**config.mk**
```make
export PLATFORM = sky130hd
export DESIGN_NAME = json_string_unescape_utf8_top
export DESIGN_NICKNAME = d
export VERILOG_FILES = /design/src/hw/rtl/jsu_pkg.sv /design/src/hw/rtl/jsu_decode.sv /design/src/hw/rtl/json_string_unescape_utf8_top.sv
export SDC_FILE = /design/constraint.sdc
export NUM_CORES = 1
export LEC_CHECK = 0
export ABC_AREA = 1
export BUFFER_PORTS_ARGS = -buffer_cell sky130_fd_sc_hd__buf_2
export CAP_MARGIN = 20
export CORE_ASPECT_RATIO = 1.1
export CORE_MARGIN = 4
export CORE_UTILIZATION = 42
export CTS_BUF_LIST = sky130_fd_sc_hd__clkbuf_4
export CTS_CLUSTER_DIAMETER = 150
export DETAILED_ROUTE_END_ITERATION = 6
export PLACE_DENSITY_LB_ADDON = 0.25
export SLEW_MARGIN = 20
export SYNTH_ARGS = -nofsm -noshare
export SYNTH_HDL_FRONTEND = slang
export SYNTH_HIERARCHICAL = 1
export SYNTH_SLANG_ARGS = --single-unit
export TNS_END_PERCENT = 1
```
**constraint.sdc**
```tcl
create_clock -name clk_i -period 2.9 [get_ports clk_i]
set_input_delay 0.435 -clock clk_i [delete_from_list [all_inputs] [get_ports clk_i]]
set_output_delay 0.435 -clock clk_i [all_outputs]
set_load 0.01 [all_outputs]
```
**src/hw/rtl/jsu_pkg.sv**
```systemverilog
package jsu_pkg;

  // Parser position inside a quoted string
  typedef enum logic [2:0] {
    PH_IDLE,
    PH_STR,
    PH_ESC,
    PH_HEX,
    PH_HI_BS,
    PH_HI_U,
    PH_LOWHEX
  } phase_e;

  typedef enum logic [3:0] {
    ERR_NONE        = 4'd0,
    ERR_NO_QUOTE    = 4'd1,
    ERR_CONTROL     = 4'd2,
    ERR_TRUNC_ESC   = 4'd3,
    ERR_BAD_ESC     = 4'd4,
    ERR_TRUNC_HEX   = 4'd5,
    ERR_BAD_HEX     = 4'd6,
    ERR_NO_LOW      = 4'd7,
    ERR_BAD_LOW     = 4'd8,
    ERR_LONE_LOW    = 4'd9,
    ERR_UNTERM      = 4'd10
  } err_e;

  localparam logic [7:0] ChQuote = 8'h22;
  localparam logic [7:0] ChBslash = 8'h5C;
  localparam logic [7:0] ChSlash = 8'h2F;
  localparam logic [7:0] ChU = 8'h75;
  localparam logic [7:0] ChCtlLimit = 8'h20;

  // Surrogate ranges are identified by the top six bits of the code unit
  localparam logic [5:0] HiSurrTag = 6'b110110;
  localparam logic [5:0] LoSurrTag = 6'b110111;
  localparam logic [10:0] SuppOffset = 11'h040;  // 0x10000 >> 10

  typedef struct packed {
    phase_e      phase;
    logic [15:0] acc;
    logic [1:0]  digits;
    logic [9:0]  pend;
  } pstate_t;

  // Results of one item: up to four UTF-8 bytes, or one status result
  typedef struct packed {
    logic [3:0][7:0] bytes;
    logic [2:0]      cnt;
    logic            status;
    logic            done;
    err_e            err;
  } bundle_t;

  function automatic bundle_t utf8_encode(input logic [20:0] cp);
    bundle_t b;
    b = '0;
    b.err = ERR_NONE;
    if (cp <= 21'h7F) begin
      b.bytes[0] = cp[7:0];
      b.cnt = 3'd1;
    end else if (cp <= 21'h7FF) begin
      b.bytes[0] = {3'b110, cp[10:6]};
      b.bytes[1] = {2'b10, cp[5:0]};
      b.cnt = 3'd2;
    end else if (cp <= 21'hFFFF) begin
      b.bytes[0] = {4'b1110, cp[15:12]};
      b.bytes[1] = {2'b10, cp[11:6]};
      b.bytes[2] = {2'b10, cp[5:0]};
      b.cnt = 3'd3;
    end else begin
      b.bytes[0] = {5'b11110, cp[20:18]};
      b.bytes[1] = {2'b10, cp[17:12]};
      b.bytes[2] = {2'b10, cp[11:6]};
      b.bytes[3] = {2'b10, cp[5:0]};
      b.cnt = 3'd4;
    end
    return b;
  endfunction

endpackage

```
**src/hw/rtl/jsu_decode.sv**
```systemverilog
module jsu_decode (
  input  jsu_pkg::pstate_t st_i,
  input  logic [7:0]       byte_i,
  input  logic             start_i,
  input  logic             eoi_i,
  output jsu_pkg::pstate_t st_o,
  output jsu_pkg::bundle_t res_o
);
  import jsu_pkg::*;

  logic [3:0]  nib;
  logic        nib_ok;
  logic [15:0] unit;
  logic [20:0] cp_pair;

  always_comb begin
    nib_ok = 1'b1;
    nib = byte_i[3:0];
    if (byte_i >= 8'h30 && byte_i <= 8'h39) begin
      nib = byte_i[3:0];
    end else if ((byte_i >= 8'h61 && byte_i <= 8'h66) ||
                 (byte_i >= 8'h41 && byte_i <= 8'h46)) begin
      nib = 4'(byte_i[2:0] + 3'd1) + 4'd8;
    end else begin
      nib_ok = 1'b0;
    end
  end

  assign unit    = {st_i.acc[11:0], nib};
  assign cp_pair = {11'({1'b0, st_i.pend} + SuppOffset), unit[9:0]};

  always_comb begin
    pstate_t idle_st;
    bundle_t stat;
    idle_st = '0;
    idle_st.phase = PH_IDLE;
    st_o = st_i;
    res_o = '0;
    res_o.err = ERR_NONE;
    stat = '0;
    stat.status = 1'b1;
    stat.cnt = 3'd1;
    stat.err = ERR_NONE;

    if (eoi_i) begin
      st_o = idle_st;
      res_o = stat;
      unique case (st_i.phase)
        PH_STR:    res_o.err = ERR_UNTERM;
        PH_ESC:    res_o.err = ERR_TRUNC_ESC;
        PH_HEX:    res_o.err = ERR_TRUNC_HEX;
        PH_HI_BS,
        PH_HI_U,
        PH_LOWHEX: res_o.err = ERR_NO_LOW;
        default:   res_o.cnt = 3'd0;
      endcase
    end else if (start_i) begin
      st_o = idle_st;
      if (byte_i == ChQuote) begin
        st_o.phase = PH_STR;
      end else begin
        res_o = stat;
        res_o.err = ERR_NO_QUOTE;
      end
    end else begin
      unique case (st_i.phase)
        PH_STR: begin
          if (byte_i == ChQuote) begin
            st_o = idle_st;
            res_o = stat;
            res_o.done = 1'b1;
          end else if (byte_i < ChCtlLimit) begin
            st_o = idle_st;
            res_o = stat;
            res_o.err = ERR_CONTROL;
          end else if (byte_i == ChBslash) begin
            st_o.phase = PH_ESC;
          end else begin
            res_o.bytes[0] = byte_i;
            res_o.cnt = 3'd1;
          end
        end
        PH_ESC: begin
          st_o.phase = PH_STR;
          res_o.cnt = 3'd1;
          unique case (byte_i)
            ChQuote, ChBslash, ChSlash: res_o.bytes[0] = byte_i;
            8'h62: res_o.bytes[0] = 8'h08;
            8'h66: res_o.bytes[0] = 8'h0C;
            8'h6E: res_o.bytes[0] = 8'h0A;
            8'h72: res_o.bytes[0] = 8'h0D;
            8'h74: res_o.bytes[0] = 8'h09;
            ChU: begin
              res_o.cnt = 3'd0;
              st_o.phase = PH_HEX;
              st_o.acc = '0;
              st_o.digits = '0;
            end
            default: begin
              st_o = idle_st;
              res_o = stat;
              res_o.err = ERR_BAD_ESC;
            end
          endcase
        end
        PH_HEX, PH_LOWHEX: begin
          if (!nib_ok) begin
            st_o = idle_st;
            res_o = stat;
            res_o.err = ERR_BAD_HEX;
          end else if (st_i.digits != 2'd3) begin
            st_o.acc = unit;
            st_o.digits = st_i.digits + 2'd1;
          end else begin
            st_o.acc = '0;
            st_o.digits = '0;
            if (st_i.phase == PH_HEX) begin
              if (unit[15:10] == HiSurrTag) begin
                st_o.pend = unit[9:0];
                st_o.phase = PH_HI_BS;
              end else if (unit[15:10] == LoSurrTag) begin
                st_o = idle_st;
                res_o = stat;
                res_o.err = ERR_LONE_LOW;
              end else begin
                st_o.phase = PH_STR;
                res_o = utf8_encode({5'd0, unit});
              end
            end else begin
              if (unit[15:10] != LoSurrTag) begin
                st_o = idle_st;
                res_o = stat;
                res_o.err = ERR_BAD_LOW;
              end else begin
                st_o.pend = '0;
                st_o.phase = PH_STR;
                res_o = utf8_encode(cp_pair);
              end
            end
          end
        end
        PH_HI_BS: begin
          if (byte_i != ChBslash) begin
            st_o = idle_st;
            res_o = stat;
            res_o.err = ERR_NO_LOW;
          end else begin
            st_o.phase = PH_HI_U;
          end
        end
        PH_HI_U: begin
          if (byte_i != ChU) begin
            st_o = idle_st;
            res_o = stat;
            res_o.err = ERR_NO_LOW;
          end else begin
            st_o.phase = PH_LOWHEX;
            st_o.acc = '0;
            st_o.digits = '0;
          end
        end
        default: st_o = idle_st;
      endcase
    end
  end

endmodule

```
**src/hw/rtl/json_string_unescape_utf8_top.sv**
```systemverilog
// Channel  Dir  tdata            tuser                                   tlast
// s_axis   in   data_byte[7:0]   [0] start_string, [1] end_of_input      -
// m_axis   out  out_byte[7:0]    [0] out_valid, [1] string_done,         last
//                                [5:2] error_code
//
// One input item is parsed per cycle while the input is ready; its results (none, one status item or
// one to four UTF-8 bytes) land in a result register in the same edge.
// The result register drains one item per cycle while downstream is ready, so an item that yields
// several results holds the input side while they drain; the next item is
// taken in the cycle the last result leaves. Reset (rst_ni low, async)
// puts the parser in idle and empties the result register. Downstream
// stalls freeze the result register and back-pressure the input.
module json_string_unescape_utf8_top (
  input  logic       clk_i,
  input  logic       rst_ni,
  input  logic       s_axis_tvalid_i,
  output logic       s_axis_tready_o,
  input  logic [7:0] s_axis_tdata_i,   // [7:0] data_byte
  input  logic [1:0] s_axis_tuser_i,   // [0] start_string, [1] end_of_input
  output logic       m_axis_tvalid_o,
  input  logic       m_axis_tready_i,
  output logic [7:0] m_axis_tdata_o,   // [7:0] out_byte
  output logic [5:0] m_axis_tuser_o,   // [0] out_valid, [1] string_done, [5:2] error_code
  output logic       m_axis_tlast_o
);
  import jsu_pkg::*;

  pstate_t st_q, st_d;
  bundle_t res_d, res_q;
  logic [2:0] rem_q;   // results still to deliver
  logic [1:0] idx_q;   // which result of the bundle is on the port
  logic push, pop;

  jsu_decode u_dec (
    .st_i   (st_q),
    .byte_i (s_axis_tdata_i),
    .start_i(s_axis_tuser_i[0]),
    .eoi_i  (s_axis_tuser_i[1]),
    .st_o   (st_d),
    .res_o  (res_d)
  );

  // Accept while empty, or while the final result is leaving this cycle
  assign s_axis_tready_o = (rem_q == 3'd0) || (rem_q == 3'd1 && m_axis_tready_i);
  assign push = s_axis_tvalid_i && s_axis_tready_o;
  assign m_axis_tvalid_o = (rem_q != 3'd0);
  assign pop = m_axis_tvalid_o && m_axis_tready_i;

  // All-zero state is idle
  always_ff @(posedge clk_i or negedge rst_ni) begin
    if (!rst_ni) begin
      st_q       <= '0;
      rem_q      <= '0;
      idx_q      <= '0;
    end else begin
      if (push) begin
        st_q  <= st_d;
        rem_q <= res_d.cnt;
        idx_q <= '0;
      end else if (pop) begin
        rem_q <= rem_q - 3'd1;
        idx_q <= idx_q + 2'd1;
      end
    end
  end

  // Payload: no reset needed
  always_ff @(posedge clk_i) begin
    if (push) begin
      res_q <= res_d;
    end
  end

  // Status items carry zero bytes, so the byte lane needs no extra mux
  assign m_axis_tdata_o = res_q.bytes[idx_q];
  assign m_axis_tuser_o = {res_q.err, res_q.done, !res_q.status};
  assign m_axis_tlast_o = (rem_q == 3'd1);

  a_rem_range: assert property (@(posedge clk_i) disable iff (!rst_ni)
    rem_q <= 3'd4)
    else $error("result count out of range");

  a_stall_hold: assert property (@(posedge clk_i) disable iff (!rst_ni)
    m_axis_tvalid_o && !m_axis_tready_i |=> $stable(rem_q) && $stable(idx_q))
    else $error("result queue moved during stall");

  a_status_last: assert property (@(posedge clk_i) disable iff (!rst_ni)
    m_axis_tvalid_o && !m_axis_tuser_o[0] |-> m_axis_tlast_o)
    else $error("status item not marked last");

  a_byte_clean: assert property (@(posedge clk_i) disable iff (!rst_ni)
    m_axis_tvalid_o && m_axis_tuser_o[0] |-> m_axis_tuser_o[5:1] == 5'd0)
    else $error("byte item carries status");

endmodule
```
==> flow_summary.toml <==
[run_status]
status = "complete, no violations"

[drt]
wl_per_cell_um = 18.2
drc = 0
drtIter0Drc = 547
routed_wl_um = 18900
via_per_inst = 5.54
dr_total_vias = 5751
postRouteAntennaNets = 0
drtPass1Iterations = 5

[synthesis]
synth_cells = 818
ys_warn_count = 6
syn-cell-area_sq_mm = 0.00568
syn_avg_cell_area_sq_um = 6.94

[layout]
layout-drive-gt1-share = 0.175
post-route-util = 0.479
nFillCells = 1373
fin_area_sq_mm = 0.00633
syn_to_final_growth_pct = 11.4
layout.nets = 896

[timing]
report.final.slew_viol_count = 0
max_slew.worst_pin.slew_ns = 0.768
setup_viol = 0
post-route-min-period_ns = 2.69
hold_viol = 0
finalCritPeriodShare = 0.929
max_freq_mhz = 371
whs_ns = 0.0157
clock_skew_ns = 0.0111
rsz0062_at_grt = "no"
relSlewSlack = 0.488

[critical_path]
end_kind = "register"
path_max_fanout = 13
arrival_ns = 2.93
worstPathRequired_ns = 3.14
ff2ff_path_depth = 12
cpPeakStageDelay_ns = 0.44
timing.rr.start = "st_q[28]$_DFFE_PN0P_"
crit_chain = "inv_1 > nand2_1 > nor2_4 > nor2_2 > inv_2 > nor4_1 > nor2_2 > nand2_1 > buf_4 > inv_1 > nand3_1 > nand2_1"
cpMaxStageDelayCell = "dfrtp_1"
rrSetupSlack_ns = 0.21
timing.rr.end = "res_q[13]$_DFFE_PP_"
worst_setup_path_start_kind = "register"
critPathKind = "reg2reg"
path_common_cell = "nand2_1"
worstSetupStartpoint = "st_q[28]$_DFFE_PN0P_"

[cts]
clock_path_buffers = 2
clk-insertion-delay-late_ns = 0.46
hold_buffers = 0
cts_buffers = 9
root_buffer = "clkbuf_4"
numClockSinks = 70
cts-htree-levels = 3
clkTransAtPathRegs_ns = 0.13
cts_tree = "done"

[die]
die_x_um = 119
pin_count = 31
initial_utilization = 0.430
rows = 44
die_h_um = 130
core-area_sq_mm = 0.0132
die_area_sq_mm = 0.0154

[power_and_ir_drop]
powerDensity_mw_per_mm2 = 503
vdd_drop_max_uv = 199
p_leak_uw = 0.00287
finalPower_uw = 3180

[place]
place_area_sq_mm = 0.00616
detailed_place_hpwl_um = 14800
gp_congestion = 0.996
io_buffers = 30

[grt]
grt_pass1_vias = 5511
antenna_found_initial = 1
grt_pass1_wl_um = 30200
overflow = 0
grt_util_all_layers = 0.251
grt_max_degree = 37

[min_path]
hold_class = "in2async"

[run]
drv_cap = 0
==> critical path, delay by kind of cell (launching register included) <==
family                 cells  cell delay, ns
buffers and inverters      4            0.60
and+or+nand+nor            8            1.41
DFF                        1            0.44
==> registers in the layout (all words and copies together), names as in the netlist <==
name and flops:
m_axis_tuser_o 5, res_q 33, rem_q 3, idx_q 2, st_q 27
==> final cells by class <==
cell class	instances	area (sq um)	area share
Multi-Input combinational cell	609	3140	0.497
Antenna cell	1	2.50	0.000396
Clock inverter	7	56.3	0.00890
Inverter	103	389	0.0615
Clock buffer	9	67.6	0.0107
Timing Repair Buffer	78	523	0.0827
Sequential cell	70	1940	0.307
Tap cell	161	201	0.0318
==> how the worst max path moves through the flow <==
stage / to / cells after the start
2_1_floorplan: rem_q[1]$_DFFE_PN0P_ / 20
3_3_place_gp: rem_q[0]$_DFFE_PN0P_ / 22
3_5_place_dp: rem_q[0]$_DFFE_PN0P_ / 22
4_1_cts: rem_q[0]$_DFFE_PN0P_ / 20
5_1_grt: rem_q[0]$_DFFE_PN0P_ / 20
6_report: res_q[13]$_DFFE_PP_ / 12
==> metal layers <==
metal  up-vias  global-route usage  routed length (um)
met5         -                   0                   0
li1       2831                   -                   -
met1      2682               0.335                8350
met4         0              0.0941                 566
met3        37              0.0377                1130
met2       201               0.418                8840
==> cell usage in the layout, fill, tap and decap left out, types with 6 or more instances in the layout <==
cell	count
o221ai_1	7
inv_1	90
nor2_1	93
nand3_1	43
nor4_1	9
nor3_1	11
nand3_2	6
buf_2	30
o21ai_0	50
edfxtp_1	38
o21ai_1	6
nor2_4	6
nand2_2	12
nand2_1	217
inv_2	12
buf_4	47
clkbuf_4	9
ha_1	11
nand4_1	25
a21oi_1	45
o22ai_1	13
a22oi_1	17
dfrtp_1	30
==> power by group <==
group / leakage (uW) / internal [uW] / switching [uW]
Clock: 0.0000677 / 187 / 410
Combinational: 0.00200 / 405 / 850
Sequential: 0.000799 / 1240 / 82.1
Total: 0.00287 / 1840 / 1340
==> stage by stage <==
step | TNS, ns | setup WS [ns] | std cells
2_1_floorplan | 0 | 0.423 | 820
3_3_place_gp | -0.0225 | -0.0225 | 1019
3_5_place_dp | -0.0770 | -0.0770 | 1019
4_1_cts | 0 | 0.0514 | 1035
5_1_grt | 0 | 0.00608 | 1038
6_report | 0 | 0.206 | 1038
==> timing repair <==
item	4_1_cts	5_1_grt
setup endpoints to repair	0	2
resized for setup	0	5
setup buffers	0	2
No activity file was read; power rests on OpenSTA's default activity.
